<file path="src/sv/vof_ftf_pkg.sv">
`timescale 1ns / 1ps
`default_nettype none
package vof_ftf_pkg;

	localparam int CSF_QW      = 33;   // quotient bits of the harmonic mean
	localparam int CSF_NMUL    = 6;    // chained Q16.16 multiply stages
	localparam int CSF_LATENCY = 49;   // accept edge to result sample edge
	localparam int CSF_AW      = 5;

	typedef enum logic [2:0] {
		REG_TENSION   = 3'd0,
		REG_INV_DX    = 3'd1,
		REG_INV_DY    = 3'd2,
		REG_INV_DZ    = 3'd3,
		REG_INV_GAP   = 3'd4,
		REG_INV_MEAN  = 3'd5,
		REG_WEIGHTING = 3'd6
	} csf_reg_t;

	typedef enum logic [1:0] {
		ST_NONE  = 2'd0,
		ST_VALID1 = 2'd1,
		ST_VALID2 = 2'd2,
		ST_OTHER = 2'd3
	} csf_status_t;

	typedef enum logic [1:0] {
		AX_X = 2'd0,
		AX_Y = 2'd1,
		AX_Z = 2'd2
	} csf_axis_t;

	typedef struct packed {
		logic [1:0]         axis;
		logic signed [31:0] curvature_lower;
		logic signed [31:0] curvature_upper;
		logic [1:0]         status_lower;
		logic [1:0]         status_upper;
		logic [15:0]        phi_lower;
		logic [15:0]        phi_upper;
		logic [31:0]        density_lower;
		logic [31:0]        density_upper;
	} csf_in_t;

	typedef struct packed {
		logic signed [31:0] face_force;
		logic               interface_active;
		logic               saturated;
	} csf_out_t;

	typedef struct packed {
		logic [31:0]        tension_coefficient;
		logic [31:0]        inv_spacing_x;
		logic [31:0]        inv_spacing_y;
		logic [31:0]        inv_spacing_z;
		logic signed [31:0] inv_density_gap;
		logic [31:0]        inv_density_mean;
		logic               density_weighting;
	} csf_cfg_t;

	typedef struct packed {
		logic        active;
		logic        dens;
		logic        neg;
		logic        diff_neg;
		logic [1:0]  axis;
		logic [32:0] diffb;
		logic [31:0] avg;
	} csf_mul_side_t;

	typedef struct packed {
		logic          harm;
		logic          harm_neg;
		logic [32:0]   kmag;
		logic          kneg;
		csf_mul_side_t mul;
	} csf_front_t;

endpackage
`default_nettype wire

</file>
<file path="src/sv/vof_ftf_cfg.sv">
`timescale 1ns / 1ps
`default_nettype none
module vof_ftf_cfg
	import vof_ftf_pkg::*;
(
	input  wire logic              clk,
	input  wire logic              arst_n,
	input  wire logic              psel,
	input  wire logic              penable,
	input  wire logic              pwrite,
	input  wire logic [CSF_AW-1:0] paddr,
	input  wire logic [31:0]       pwdata,
	output logic [31:0]            prdata,
	output logic                   pready,
	output csf_cfg_t               cfg
);

	csf_cfg_t cfg_q;
	logic     wr;
	csf_reg_t idx;

	assign pready = 1'b1;
	assign wr     = psel && penable && pwrite;
	assign idx    = csf_reg_t'(paddr[4:2]);
	assign cfg    = cfg_q;

	always_ff @(posedge clk or negedge arst_n) begin
		if (!arst_n) begin
			cfg_q.tension_coefficient <= '0;
			cfg_q.inv_spacing_x       <= 32'd65536;
			cfg_q.inv_spacing_y       <= 32'd65536;
			cfg_q.inv_spacing_z       <= 32'd65536;
			cfg_q.inv_density_gap     <= '0;
			cfg_q.inv_density_mean    <= '0;
			cfg_q.density_weighting   <= 1'b0;
		end else if (wr) begin
			case (idx)
				REG_TENSION:   cfg_q.tension_coefficient <= pwdata;
				REG_INV_DX:    cfg_q.inv_spacing_x       <= pwdata;
				REG_INV_DY:    cfg_q.inv_spacing_y       <= pwdata;
				REG_INV_DZ:    cfg_q.inv_spacing_z       <= pwdata;
				REG_INV_GAP:   cfg_q.inv_density_gap     <= pwdata;
				REG_INV_MEAN:  cfg_q.inv_density_mean    <= pwdata;
				REG_WEIGHTING: cfg_q.density_weighting   <= pwdata[0];
				default: ;
			endcase
		end
	end

	always_comb begin
		case (idx)
			REG_TENSION:   prdata = cfg_q.tension_coefficient;
			REG_INV_DX:    prdata = cfg_q.inv_spacing_x;
			REG_INV_DY:    prdata = cfg_q.inv_spacing_y;
			REG_INV_DZ:    prdata = cfg_q.inv_spacing_z;
			REG_INV_GAP:   prdata = cfg_q.inv_density_gap;
			REG_INV_MEAN:  prdata = cfg_q.inv_density_mean;
			REG_WEIGHTING: prdata = {31'd0, cfg_q.density_weighting};
			default:       prdata = '0;
		endcase
	end

endmodule
`default_nettype wire

</file>
<file path="config.mk">
export PLATFORM = sky130hd
export DESIGN_NAME = vof_ftf_cfg
export DESIGN_NICKNAME = d
export VERILOG_FILES = /design/src/sv/vof_ftf_pkg.sv /design/src/sv/vof_ftf_cfg.sv
export SDC_FILE = /design/constraint.sdc
export NUM_CORES = 1
export LEC_CHECK = 0
export BUFFER_PORTS_ARGS = -buffer_cell sky130_fd_sc_hd__buf_4
export CORE_MARGIN = 5
export CORE_UTILIZATION = 45
export DETAILED_ROUTE_END_ITERATION = 10
export HOLD_SLACK_MARGIN = 0.12
export PLACE_DENSITY_LB_ADDON = 0.2
export SYNTH_ARGS = -nofsm -noshare
export SYNTH_HDL_FRONTEND = slang
export SYNTH_SLANG_ARGS = --single-unit
</file>
<file path="constraint.sdc">
create_clock -name clk -period 2.1 [get_ports clk]
set_input_delay 0.42 -clock clk [delete_from_list [all_inputs] [get_ports clk]]
set_output_delay 0.42 -clock clk [all_outputs]
set_load 0.01 [all_outputs]
</file>
==> results.md <==
* Max-slew violation count at 0
* WP data arrival at 1.61 ns
* Yosys top cell area share at 0.5392
* Maximum number of pins on one net before global-route repair at 54
* Xor and xnor area share after synthesis at 0
* Fillcell total at 1564
* Tot Pwr at 0.01180 W
* Core box area at 19400 um^2
* Max cap viols at 0
* Area growth syn-to-layout at 37.66%
* Leak Pwr at 5.894 nW
* Hold WC Path Type: input port to flop
* Register share of total power at 0.432
* Clk Latency, worst-skew pair at 0.42 ns
* Synth Warn # at 0
* Status: finished clean
* Row count at 51
* Vias in the first global route at 6970
* Clock Sinks at 193
* Cell Area, Synth at 8818 um^2
* Top_reg_cell synth: dfrtp_1
* Reg2reg setup slack at 1.28 ns
* Pre-CTS setup slack at -0.01989 ns
* EDFF count, synth at 0
* Initial drt markers at 272
* Hold WS at 0.2557 ns
* Most frequent cells in the layout: buf_4 (287), mux2_2 (197), dfrtp_1 (190)
* Worst-path clk slew at 0.08 ns
* Fin nets at 953
* Final Skew at 0 ns
* Fin crit share at 0.9681
* Post-Synth Adder-Cell Area at 0
* Compound-Gate Fraction of Synth Area at 0.05321
* Syn avg cell area at 14.11 um^2
* Number of antenna diodes at 0
* Top post-synthesis cells by area: dfrtp_1 (54%), mux2_2 (25%), mux2i_1 (7.7%)
* Crit. End Element: output pin
* H-tree Lvls at 4
* Hold Crit Depth at 2
* Setup Viol. Count Final at 0
* Switching share of power at 0.3001
* RePlAce Congestion at 0.8186
* Final hold vios at 0
* Die width at 150.0 um
* Max reg flops at 193
* GRT Total Usage at 0.2368
* CP Data Required Time at 1.68 ns
* DR vias/cell at 5.462
* Most common cell after layout, fill and taps aside: buf_4
* Worst path cell trace: mux2_2 > a221oi_1 > a31oi_1 > buf_4
* R2R depth at 1
* Setup Fix Bufs, Post-CTS at 0
* Worst Setup Slack, final at 0.06706 ns
* Reg2reg start: cfg[154]
* CTS tree: built
* Switching power at 0.003542 W
* Starting Density at 0.4546
* CTS buffer count at 17
* DP HPWL at 18.61 mm
* Maximum clock insertion buffer count at 2
* Critical Path Max Stage Delay at 0.40 ns
* Gate power share at 0.282
* Top cell type by total area after synthesis: dfrtp_1
* Number of synthesized register bits at 193
* Crit-path max FO at 3
* Mux cell area share after synthesis at 0.3402
* R2R Path End: cfg[154]
* CP Launch Type: flop
* Clock root buffer: clkbuf_16
* Post-Synth Simple-Gate Area at 0.02809
* Worst VDD drop at 562.0 uV
* Drt wl/cell at 22.31 um
* Initial antenna violation count at 0
* IO Count at 268
* Seq/Total Area, Yosys at 0.5481
* Vias at 6494
* F_max at 0.4919 GHz
* Max stage delay cell, worst path: dfrtp_1
* Hold endpoint: cfg[67]
* Antenna Nets Post-Route at 0
* Minimum clock period at 2.033 ns
* Syn_nets at 667
* Post-synthesis cell type count at 29
* Die Ht at 150.0 um
* Die ar. at 22500 um^2
* Power per cell area at 972.4 nW/um^2
* Largest family of logic cells by synthesized area: multiplexers
* DRT Pass-1 Iters at 4
* DRC viols at 0
* Clock power share at 0.286
* Hold Path Origin: pwdata[2]
* Routed Wire Length at 26.53 mm
* Async SR Flop Fraction at 1.000
* Share of post-route cells with drive strength above 1 at 0.5952
* Grt total ovfl at 0
* Core Util, Final at 0.6258
* First-pass GRT wire length at 40.71 mm
* RSZ-0062 raised after global routing: false
* Internal power at 0.008262 W
* Cells after Synth at 625
* Worst setup path category: flop to output pin
* PortBufs at 264
## power groups by stage
stage / Clock [W] / Combinational, W / Sequential [W]
after detailed placement: 0 / 0.00335 / 0.00516
after floorplan: 0 / 0.00116 / 0.00534
after global placement: 0 / 0.00327 / 0.00510
after CTS: 0.00343 / 0.00337 / 0.00509
final: 0.00338 / 0.00332 / 0.00510
after global routing: 0.00362 / 0.00359 / 0.00519
## Yosys cell counts (2+ instances only)
cell type / n
nand2_1: 11
a221oi_1: 4
buf_2: 13
nand2b_1: 2
a31oi_1: 4
a21oi_1: 2
o22ai_1: 2
nor2_1: 13
nand3_1: 11
clkbuf_1: 8
mux2i_1: 68
o32a_1: 5
o22a_1: 11
a221o_1: 11
o21ai_0: 26
dfrtp_1: 190
buf_4: 22
mux2_2: 197
nor2_2: 5
dfstp_2: 3
mux2_1: 9
## what timing repair did
| item | CTS | global route |
|---|---|---|
| hold endpoints to repair | 46 | 0 |
| setup endpoints to repair | 1 | 19 |
| hold buffers | 1 | 0 |
| cloned | 1 | 0 |
| resized for setup | 0 | 5 |
## metrics by stage
step	TNS (ns)	cell area, um^2	instances
finish	0	12140	1189
global route	0	12140	1189
CTS	0	12120	1189
detailed placement	-0.01989	11460	1155
global placement	0	11460	1155
floorplan	0	8818	625
## layer usage
metal	up-vias	track usage	share of wire
met2	253	0.3877	0.48
li1	2873	-	-
met1	3336	0.3032	0.41
met3	32	0.07662	0.087
met4	0	0.06633	0.016
met5	-	0	0
## cell families after synthesis
logic type,after synthesis
muxes,274
DFF,193
AOI/OAI and AO/OA,65
and+or+nand+nor,48
buffers and inverters,44
other,1
## worst max-delay path by stage
| stage | start | to | slack [ns] | cells past startpoint |
|---|---|---|---|---|
| 2_1_floorplan | paddr[2] | prdata[17] | 0.23 | 5 |
| 3_3_place_gp | paddr[2] | prdata[4] | 0.005 | 6 |
| 3_5_place_dp | paddr[2] | prdata[4] | -0.02 | 6 |
| 4_1_cts | paddr[2] | prdata[22] | 0.0003 | 6 |
| 5_1_grt | cfg[181] | prdata[20] | 0.01 | 4 |
| 6_report | cfg[117] | prdata[20] | 0.07 | 4 |
## worst max-delay path, delay by kind of cell, from the launching register on
kind	cells	cell delay, ns
flops	1	0.40
compound gates	2	0.36
buf+inv	1	0.16
mux	1	0.27
## cell type report
cell class | instances | area, um^2 | area share
Sequential cell | 193 | 4833 | 0.3982
Multi-Input combinational cell | 388 | 3761 | 0.3098
Timing Repair Buffer | 310 | 2597 | 0.2140
Clock buffer | 19 | 432.9 | 0.03566
Tap cell | 265 | 331.6 | 0.02731
Clock inverter | 13 | 178.9 | 0.01474
Inverter | 1 | 3.754 | 0.0003092
(Power assumes the default switching activity.)
